`config.mk`:
```
export PLATFORM = sky130hd
export DESIGN_NAME = flow_balance_monitor_unit
export DESIGN_NICKNAME = d
export VERILOG_FILES = /design/src/rtl/fbm_pkg.sv /design/src/rtl/fbm_accum.sv /design/src/rtl/fbm_update.sv /design/src/rtl/fbm_scale.sv /design/src/rtl/flow_balance_monitor_unit.sv
export SDC_FILE = /design/constraint.sdc
export NUM_CORES = 2
export LEC_CHECK = 0
export BUFFER_PORTS_ARGS = -buffer_cell sky130_fd_sc_hd__buf_2
export CAP_MARGIN = 20
export CORE_AREA = 5 5 426 428
export DETAILED_ROUTE_END_ITERATION = 6
export DIE_AREA = 0 0 431 433
export GPL_ROUTABILITY_DRIVEN = 0
export PLACE_DENSITY = 0.51
export SLEW_MARGIN = 20
export SYNTH_ARGS = -nofsm -noshare
export SYNTH_HDL_FRONTEND = slang
export SYNTH_HIERARCHICAL = 1
export SYNTH_SLANG_ARGS = --single-unit
```
`constraint.sdc`:
```
create_clock -name aclk -period 13.45 [get_ports aclk]
set_input_delay 2.69 -clock aclk [delete_from_list [all_inputs] [get_ports aclk]]
set_output_delay 2.69 -clock aclk [all_outputs]
set_load 0.02 [all_outputs]
```
`src/rtl/fbm_pkg.sv`:
```
// fbm_pkg: shared widths, reset values, register codes and stage word types
// for the flow balance monitor; no dependencies
`default_nettype none

package fbm_pkg;

    // samples per block, a power of two so the average is a shift
    localparam int AVG_LOG2    = 4;
    localparam int AVG_SAMPLES = 1 << AVG_LOG2;
    localparam int SAMPLE_BITS = 10;

    localparam int CNT_W  = (AVG_LOG2 > 0) ? AVG_LOG2 : 1;
    localparam int SUM_W  = SAMPLE_BITS + AVG_LOG2;
    localparam int WIN_W  = 32;
    localparam int TIME_W = 32;
    localparam int WMS_W  = 16;
    localparam int ZERO_W = 10;
    localparam int GAIN_W = 16;
    localparam int ICPT_W = 16;
    localparam int FLOW_W = 20;

    // flow scaling widths
    localparam int ZN_W       = ZERO_W + AVG_LOG2;
    localparam int DIFF_W     = ((SUM_W > ZN_W) ? SUM_W : ZN_W) + 1;
    localparam int PROD_W     = DIFF_W + GAIN_W;
    localparam int FRAC_SHIFT = 8 + AVG_LOG2;
    localparam int QUOT_W     = PROD_W - FRAC_SHIFT;
    localparam int ADD_W      = ((QUOT_W > ICPT_W) ? QUOT_W : ICPT_W) + 1;

    // balance check widths: feed sum and products by 19, 20, 21
    localparam int FEED_W = WIN_W + 1;
    localparam int CHK_W  = FEED_W + 5;
    localparam int BAL_LO  = 19;
    localparam int BAL_REF = 20;
    localparam int BAL_HI  = 21;

    localparam int CFG_IDX_W  = 2;
    localparam int CFG_DATA_W = 16;

    localparam logic [WMS_W-1:0]  WINDOW_MS_RST = 16'd3000;
    localparam logic [ZERO_W-1:0] ZERO_RST      = 10'd68;
    localparam logic [GAIN_W-1:0] GAIN_RST      = 16'd17367;
    localparam logic [ICPT_W-1:0] ICPT_RST      = 16'd691;

    typedef enum logic [CFG_IDX_W-1:0] {
        REG_WINDOW_MS  = 2'd0,
        REG_ZERO_COUNT = 2'd1,
        REG_GAIN       = 2'd2,
        REG_INTERCEPT  = 2'd3
    } cfg_reg_t;

    // completed block sums with the timestamp of the closing word
    typedef struct packed {
        logic [SUM_W-1:0]  oxygen;
        logic [SUM_W-1:0]  air;
        logic [SUM_W-1:0]  patient;
        logic [TIME_W-1:0] now_ms;
    } blk_t;

    // scaled products and status after the window update
    typedef struct packed {
        logic signed [PROD_W-1:0] oxygen;
        logic signed [PROD_W-1:0] air;
        logic signed [PROD_W-1:0] patient;
        logic                     balance_error;
        logic                     window_checked;
    } upd_t;

endpackage

`default_nettype wire

```
`src/rtl/fbm_accum.sv`:
```
// fbm_accum: block accumulator, sums AVG_SAMPLES words per channel and
// registers the finished block; depends on fbm_pkg
`default_nettype none

module fbm_accum import fbm_pkg::*; (
    input  wire logic                   aclk,
    input  wire logic                   aresetn,
    input  wire logic                   s_valid,
    output logic                        s_ready,
    input  wire logic [SAMPLE_BITS-1:0] s_oxygen_sample,
    input  wire logic [SAMPLE_BITS-1:0] s_air_sample,
    input  wire logic [SAMPLE_BITS-1:0] s_patient_sample,
    input  wire logic [TIME_W-1:0]      s_now_ms,
    output logic                        blk_valid,
    input  wire logic                   blk_ready,
    output blk_t                        blk_data
);

    logic [CNT_W-1:0] count_reg;
    logic [SUM_W-1:0] ox_sum_reg, air_sum_reg, pt_sum_reg;
    logic [SUM_W-1:0] ox_sum_next, air_sum_next, pt_sum_next;
    logic             blk_valid_reg;
    blk_t             blk_reg;
    logic             last_word;
    logic             accept;

    assign last_word = (count_reg == CNT_W'(AVG_SAMPLES - 1));
    // only the closing word of a block needs room in the stage register
    assign s_ready   = !last_word || !blk_valid_reg || blk_ready;
    assign accept    = s_valid && s_ready;

    always_comb begin
        ox_sum_next  = ox_sum_reg  + SUM_W'(s_oxygen_sample);
        air_sum_next = air_sum_reg + SUM_W'(s_air_sample);
        pt_sum_next  = pt_sum_reg  + SUM_W'(s_patient_sample);
    end

    always_ff @(posedge aclk) begin
        if (!aresetn) begin
            count_reg     <= '0;
            ox_sum_reg    <= '0;
            air_sum_reg   <= '0;
            pt_sum_reg    <= '0;
            blk_valid_reg <= 1'b0;
        end else begin
            if (accept && last_word) begin
                blk_valid_reg <= 1'b1;
            end else if (blk_ready) begin
                blk_valid_reg <= 1'b0;
            end
            if (accept) begin
                if (last_word) begin
                    count_reg     <= '0;
                    ox_sum_reg    <= '0;
                    air_sum_reg   <= '0;
                    pt_sum_reg    <= '0;
                end else begin
                    count_reg   <= count_reg + CNT_W'(1);
                    ox_sum_reg  <= ox_sum_next;
                    air_sum_reg <= air_sum_next;
                    pt_sum_reg  <= pt_sum_next;
                end
            end
        end
    end

    always_ff @(posedge aclk) begin
        if (accept && last_word) begin
            blk_reg.oxygen  <= ox_sum_next;
            blk_reg.air     <= air_sum_next;
            blk_reg.patient <= pt_sum_next;
            blk_reg.now_ms  <= s_now_ms;
        end
    end

    assign blk_valid = blk_valid_reg;
    assign blk_data  = blk_reg;

endmodule

`default_nettype wire

```
`src/rtl/fbm_update.sv`:
```
// fbm_update: saturating window sums, timed balance check and the offset
// times gain products for one block; depends on fbm_pkg
`default_nettype none

module fbm_update import fbm_pkg::*; (
    input  wire logic              aclk,
    input  wire logic              aresetn,
    input  wire logic [WMS_W-1:0]  window_ms,
    input  wire logic [ZERO_W-1:0] zero_count,
    input  wire logic [GAIN_W-1:0] gain_q16,
    input  wire logic              blk_valid,
    output logic                   blk_ready,
    input  wire blk_t              blk_data,
    output logic                   upd_valid,
    input  wire logic              upd_ready,
    output upd_t                   upd_data
);

    logic [WIN_W-1:0]  ox_win_reg, air_win_reg, pt_win_reg;
    logic [WIN_W-1:0]  ox_win_sat, air_win_sat, pt_win_sat;
    logic [TIME_W-1:0] last_check_reg;
    logic              error_reg;
    logic              error_next;
    logic              do_check;
    logic [TIME_W-1:0] elapsed;
    logic [FEED_W-1:0] feed;
    logic [CHK_W-1:0]  pt20, feed19, feed21;
    logic              upd_valid_reg;
    upd_t              upd_reg;
    upd_t              upd_next;
    logic              load;

    logic signed [DIFF_W-1:0] zero_n;
    logic signed [DIFF_W-1:0] ox_diff, air_diff, pt_diff;
    logic signed [PROD_W-1:0] gain_s;

    function automatic logic [WIN_W-1:0] sat_add(input logic [WIN_W-1:0] w,
                                                 input logic [SUM_W-1:0] s);
        logic [WIN_W:0] t;
        t = {1'b0, w} + (WIN_W + 1)'(s);
        return t[WIN_W] ? '1 : t[WIN_W-1:0];
    endfunction

    assign blk_ready = !upd_valid_reg || upd_ready;
    assign load      = blk_valid && blk_ready;

    always_comb begin
        ox_win_sat  = sat_add(ox_win_reg,  blk_data.oxygen);
        air_win_sat = sat_add(air_win_reg, blk_data.air);
        pt_win_sat  = sat_add(pt_win_reg,  blk_data.patient);

        elapsed  = blk_data.now_ms - last_check_reg;
        do_check = (elapsed >= TIME_W'(window_ms));

        // exact check on raw sums: 19*feed <= 20*patient <= 21*feed
        feed   = FEED_W'(ox_win_sat) + FEED_W'(air_win_sat);
        pt20   = CHK_W'(pt_win_sat) * CHK_W'(BAL_REF);
        feed19 = CHK_W'(feed) * CHK_W'(BAL_LO);
        feed21 = CHK_W'(feed) * CHK_W'(BAL_HI);
        error_next = do_check ? ((pt20 < feed19) || (pt20 > feed21)) : error_reg;

        zero_n   = DIFF_W'({zero_count, {AVG_LOG2{1'b0}}});
        ox_diff  = $signed(DIFF_W'(blk_data.oxygen))  - zero_n;
        air_diff = $signed(DIFF_W'(blk_data.air))     - zero_n;
        pt_diff  = $signed(DIFF_W'(blk_data.patient)) - zero_n;
        gain_s   = $signed(PROD_W'(gain_q16));

        upd_next.oxygen         = PROD_W'(ox_diff)  * gain_s;
        upd_next.air            = PROD_W'(air_diff) * gain_s;
        upd_next.patient        = PROD_W'(pt_diff)  * gain_s;
        upd_next.balance_error  = error_next;
        upd_next.window_checked = do_check;
    end

    always_ff @(posedge aclk) begin
        if (!aresetn) begin
            ox_win_reg     <= '0;
            air_win_reg    <= '0;
            pt_win_reg     <= '0;
            last_check_reg <= '0;
            error_reg      <= 1'b0;
            upd_valid_reg  <= 1'b0;
        end else begin
            if (load) begin
                upd_valid_reg <= 1'b1;
            end else if (upd_ready) begin
                upd_valid_reg <= 1'b0;
            end
            if (load) begin
                error_reg     <= error_next;
                if (do_check) begin
                    last_check_reg <= blk_data.now_ms;
                    ox_win_reg     <= '0;
                    air_win_reg    <= '0;
                    pt_win_reg     <= '0;
                end else begin
                    ox_win_reg  <= ox_win_sat;
                    air_win_reg <= air_win_sat;
                    pt_win_reg  <= pt_win_sat;
                end
            end
        end
    end

    always_ff @(posedge aclk) begin
        if (load) begin
            upd_reg <= upd_next;
        end
    end

    assign upd_valid = upd_valid_reg;
    assign upd_data  = upd_reg;

endmodule

`default_nettype wire

```
`src/rtl/fbm_scale.sv`:
```
// fbm_scale: floor shift, intercept add and saturation into the result
// register; depends on fbm_pkg
`default_nettype none

module fbm_scale import fbm_pkg::*; (
    input  wire logic                     aclk,
    input  wire logic                     aresetn,
    input  wire logic signed [ICPT_W-1:0] intercept_q8,
    input  wire logic                     upd_valid,
    output logic                          upd_ready,
    input  wire upd_t                     upd_data,
    output logic                          m_valid,
    input  wire logic                     m_ready,
    output logic signed [FLOW_W-1:0]      m_oxygen_flow,
    output logic signed [FLOW_W-1:0]      m_air_flow,
    output logic signed [FLOW_W-1:0]      m_patient_flow,
    output logic                          m_balance_error,
    output logic                          m_window_checked
);

    localparam logic signed [ADD_W-1:0] FLOW_HI = ADD_W'((1 << (FLOW_W - 1)) - 1);
    localparam logic signed [ADD_W-1:0] FLOW_LO = -ADD_W'(1 << (FLOW_W - 1));

    logic                     m_valid_reg;
    logic signed [FLOW_W-1:0] ox_flow_reg, air_flow_reg, pt_flow_reg;
    logic                     error_reg, checked_reg;
    logic signed [FLOW_W-1:0] ox_flow_next, air_flow_next, pt_flow_next;
    logic                     load;

    // arithmetic shift floors toward minus infinity
    function automatic logic signed [FLOW_W-1:0] to_flow(
        input logic signed [PROD_W-1:0] prod,
        input logic signed [ICPT_W-1:0] icpt);
        logic signed [PROD_W-1:0] sh;
        logic signed [ADD_W-1:0]  q;
        sh = prod >>> FRAC_SHIFT;
        q  = ADD_W'($signed(sh[QUOT_W-1:0])) + ADD_W'(icpt);
        if (q > FLOW_HI) begin
            return FLOW_W'(FLOW_HI);
        end else if (q < FLOW_LO) begin
            return FLOW_W'(FLOW_LO);
        end
        return FLOW_W'(q);
    endfunction

    assign upd_ready = !m_valid_reg || m_ready;
    assign load      = upd_valid && upd_ready;

    always_comb begin
        ox_flow_next  = to_flow(upd_data.oxygen,  intercept_q8);
        air_flow_next = to_flow(upd_data.air,     intercept_q8);
        pt_flow_next  = to_flow(upd_data.patient, intercept_q8);
    end

    always_ff @(posedge aclk) begin
        if (!aresetn) begin
            m_valid_reg <= 1'b0;
        end else if (load) begin
            m_valid_reg <= 1'b1;
        end else if (m_ready) begin
            m_valid_reg <= 1'b0;
        end
    end

    always_ff @(posedge aclk) begin
        if (load) begin
            ox_flow_reg  <= ox_flow_next;
            air_flow_reg <= air_flow_next;
            pt_flow_reg  <= pt_flow_next;
            error_reg    <= upd_data.balance_error;
            checked_reg  <= upd_data.window_checked;
        end
    end

    assign m_valid          = m_valid_reg;
    assign m_oxygen_flow    = ox_flow_reg;
    assign m_air_flow       = air_flow_reg;
    assign m_patient_flow   = pt_flow_reg;
    assign m_balance_error  = error_reg;
    assign m_window_checked = checked_reg;

endmodule

`default_nettype wire

```
`src/rtl/flow_balance_monitor_unit.sv`:
```
// flow_balance_monitor_unit: top level with configuration registers and
// the accumulate, update and scale stages; depends on fbm_pkg and fbm_*
`default_nettype none

// Takes one word of three flow samples and a ms timestamp per clock and
// emits one result word for every AVG_SAMPLES (16) words taken: three
// averaged flows in signed Q8 and the balance status. The result leaves
// three register stages after the closing word of a block (accumulator,
// window update with the gain multipliers, output scaling), so the block
// sustains one input word per cycle; a stalled output only holds the input
// once the closing word of the next block finds every stage full. The
// balance check runs when (now_ms - last check) reaches window_ms; the
// check time starts at zero after reset. Write configuration only while
// no block is in flight.
module flow_balance_monitor_unit import fbm_pkg::*; (
    input  wire logic                   aclk,
    input  wire logic                   aresetn,
    input  wire logic                   cfg_wr_en,
    input  wire logic [CFG_IDX_W-1:0]   cfg_index,
    input  wire logic [CFG_DATA_W-1:0]  cfg_wdata,
    input  wire logic                   s_valid,
    output logic                        s_ready,
    input  wire logic [SAMPLE_BITS-1:0] s_oxygen_sample,
    input  wire logic [SAMPLE_BITS-1:0] s_air_sample,
    input  wire logic [SAMPLE_BITS-1:0] s_patient_sample,
    input  wire logic [TIME_W-1:0]      s_now_ms,
    output logic                        m_valid,
    input  wire logic                   m_ready,
    output logic signed [FLOW_W-1:0]    m_oxygen_flow,
    output logic signed [FLOW_W-1:0]    m_air_flow,
    output logic signed [FLOW_W-1:0]    m_patient_flow,
    output logic                        m_balance_error,
    output logic                        m_window_checked
);

    logic [WMS_W-1:0]         window_ms_reg;
    logic [ZERO_W-1:0]        zero_count_reg;
    logic [GAIN_W-1:0]        gain_reg;
    logic signed [ICPT_W-1:0] intercept_reg;

    logic blk_valid, blk_ready;
    blk_t blk_data;
    logic upd_valid, upd_ready;
    upd_t upd_data;

    always_ff @(posedge aclk) begin
        if (!aresetn) begin
            window_ms_reg  <= WINDOW_MS_RST;
            zero_count_reg <= ZERO_RST;
            gain_reg       <= GAIN_RST;
            intercept_reg  <= ICPT_RST;
        end else if (cfg_wr_en) begin
            unique case (cfg_reg_t'(cfg_index))
                REG_WINDOW_MS:  window_ms_reg  <= cfg_wdata[WMS_W-1:0];
                REG_ZERO_COUNT: zero_count_reg <= cfg_wdata[ZERO_W-1:0];
                REG_GAIN:       gain_reg       <= cfg_wdata[GAIN_W-1:0];
                REG_INTERCEPT:  intercept_reg  <= cfg_wdata[ICPT_W-1:0];
                default: begin
                end
            endcase
        end
    end

    fbm_accum u_accum (
        .aclk             (aclk),
        .aresetn          (aresetn),
        .s_valid          (s_valid),
        .s_ready          (s_ready),
        .s_oxygen_sample  (s_oxygen_sample),
        .s_air_sample     (s_air_sample),
        .s_patient_sample (s_patient_sample),
        .s_now_ms         (s_now_ms),
        .blk_valid        (blk_valid),
        .blk_ready        (blk_ready),
        .blk_data         (blk_data)
    );

    fbm_update u_update (
        .aclk       (aclk),
        .aresetn    (aresetn),
        .window_ms  (window_ms_reg),
        .zero_count (zero_count_reg),
        .gain_q16   (gain_reg),
        .blk_valid  (blk_valid),
        .blk_ready  (blk_ready),
        .blk_data   (blk_data),
        .upd_valid  (upd_valid),
        .upd_ready  (upd_ready),
        .upd_data   (upd_data)
    );

    fbm_scale u_scale (
        .aclk             (aclk),
        .aresetn          (aresetn),
        .intercept_q8     (intercept_reg),
        .upd_valid        (upd_valid),
        .upd_ready        (upd_ready),
        .upd_data         (upd_data),
        .m_valid          (m_valid),
        .m_ready          (m_ready),
        .m_oxygen_flow    (m_oxygen_flow),
        .m_air_flow       (m_air_flow),
        .m_patient_flow   (m_patient_flow),
        .m_balance_error  (m_balance_error),
        .m_window_checked (m_window_checked)
    );

`ifndef SYNTH
    // input stalls only when every stage holds a block
    a_stall_full: assert property (@(posedge aclk) disable iff (!aresetn)
        !s_ready |-> (blk_valid && !blk_ready))
        else $error("input stalled with room in the block stage");

    // a finished block is never dropped while the update stage is busy
    a_blk_hold: assert property (@(posedge aclk) disable iff (!aresetn)
        (blk_valid && !blk_ready) |=> (blk_valid && $stable(blk_data)))
        else $error("block word lost while update stage stalled");

    // a new result word only comes out of the update stage
    a_result_src: assert property (@(posedge aclk) disable iff (!aresetn)
        $rose(m_valid) |-> $past(upd_valid))
        else $error("result word appeared without an update word");
`endif

endmodule

`default_nettype wire
```
==> results.ini <==
[power_and_ir_drop]
p_int_uw=5350
pwr-share-seq_pct=17.6
clockPowerShare_pct=15.7
power.static_leakage_uw=0.0318
p_comb_share_pct=66.7
swShare_pct=45.7
p_switching_uw=4510
peakVddDrop_mv=0.233
power_uw=9860
powerDensity_nw_per_um2=150

[worst_setup_path]
crit_start=u_accum/blk_data[46]$_DFFE_PP_
path_class=flip-flop to flip-flop
critPathLaunchType=flip-flop
worstSetupEndpointType=flip-flop
slowest_delay_ns=0.70
crit_arrival_ns=12.85
reg2reg_from=u_accum/blk_data[46]$_DFFE_PP_
critPathRequiredTime_ns=13.99
worst_path_max_delay_cell=a2111oi_0
crit_fanout=16

[floorplanning]
die_area_um2=187000
die_w_um=431
io_pins=149
row_count=155
fp.dieH_um=433
core_um2=177000
start_util_pct=34.0

[cts]
cts_max_level=2
clockRootBuffer=clkbuf_16
cts.sinks=431
clockBufferDepth=3
cts_tree=done
ctsHoldBuffers=0
clock_latency_ns=0.67
numCtsBuffers=52
clkTransAtPathRegs_ns=0.07

[synth]
syn_area_per_cell_um2=8.89
netlist_instances=6791
synth_warnings=6
synth_area_um2=60400
synth_fp_nets=8357

[cells_and_area]
largest_register_ffs=74
final_nets=8414
fill_cells=18184
drive_gt1_share_pct=6.56
syn_to_final_growth_pct=8.86

[timing]
tightest_slew_ns=1.15
rsz0062_at_grt=no
period_share_pct=91.5
max_freq_ghz=0.0813
hold_viol_final=0
setup-tns-final_ns=0
slew_headroom_pct=23.0
finClkSkew_ns=0.0354
drv_slew=0
period_minus_slack_ns=12.30
setup_viol=0

[status]
status=finished clean

[route]
first_pass_iters=5
ant_nets=0
vias=46585
viasPerCell=5.04
drc=0
first_iter_violations=2327
post_drt_wl_per_cell_um=18.5
drt-total-wl_mm=172

[grt]
grt_pass1_wl_mm=271
grt_use_total_pct=18.3
grt-ovfl-total=0
grt_max_degree=89
grt_antenna_before_repair=5
grt_pass1_vias=48062

[min_path]
hold_class=flip-flop to flip-flop
hold_start=u_update/pt_win_reg[7]$_SDFFE_PN0P_

[place]
io_buffer_count=148
place_hpwl_mm=138

[flow_run]
max_cap_violations=0

[routing by layer]
layer,global-route usage [%],vias to the layer above,share of wire (%)
li1,-,22683,-
met4,5.63,0,3.3
met2,32.6,853,49
met3,1.73,208,3.4
met5,0,-,0
met1,23.4,22841,44
[critical path: cells and delay by family (launching register included)]
family,cells,cell delay [ns]
XOR/XNOR,1,0.43
adder cells (fa/ha/maj),8,2.95
multiplexers,1,0.24
AND/OR/NAND/NOR,11,2.28
buffers and inverters,6,0.75
AO/OA/AOI/OAI,23,4.96
flip-flops,1,0.62
[final cells by class]
type,instances,area [µm²],share of cell area (%)
Antenna cell,1,2.50,0.00381
Clock buffer,59,1330,2.02
Multi-Input combinational cell,5096,45100,68.6
Timing Repair Buffer,230,1380,2.09
Inverter,1037,3890,5.92
Sequential cell,431,10600,16.1
Clock inverter,38,542,0.824
Tap cell,2355,2950,4.48
[cell usage in the layout (no fill, tap or decap), types with 54 or more instances in the layout]
cell and n:
dfxtp_1 235, nand2b_1 99, a21oi_1 353, xor2_1 137
nor2b_1 99, a22o_1 87, or2_2 57, o21ai_0 201
nor2_1 241, nand3_1 118, ha_1 866, nand2_1 781
edfxtp_1 195, xnor2_1 209, o21a_1 75, inv_1 1036
mux2i_1 95, a21o_1 134, and2_1 276, fa_1 615
buf_2 147, nor3_1 54, buf_4 81
[worst paths after layout]
kind,depth (start not counted),to,slack (ns)
max,50,u_update/upd_data[1]$_DFFE_PP_,1.15
min reg2reg,2,u_update/pt_win_reg[7]$_SDFFE_PN0P_,0.46
min,2,u_update/pt_win_reg[7]$_SDFFE_PN0P_,0.46
max reg2reg,50,u_update/upd_data[1]$_DFFE_PP_,1.15
[through the flow]
step	hold WS (ns)	worst slack (ns)	util, %	instances	area, µm²
finish	0.457	1.15	37.0	9247	65700
global route	0.479	0.0145	37.0	9246	65700
CTS	0.458	1.01	37.0	9243	65700
detailed placement	0.448	1.03	36.0	9146	63800
global placement	0.442	1.27	36.0	9146	63800
floorplan	0.400	3.00	-	6791	60400
[what timing repair did]
item	CTS	global route
gates resized for setup	0	1
setup buffers	0	3
endpoints found under the setup margin	0	2
[power by group through the flow]
stage               combinational [µW]  sequential, µW  clock, µW
finish                            6570            1740       1550
global route                      7420            1740       1660
CTS                               6650            1740       1610
detailed placement                6580            1760          0
global placement                  6520            1760          0
floorplan                         4710            1750          0
No activity file was read; power rests on OpenSTA's default activity.
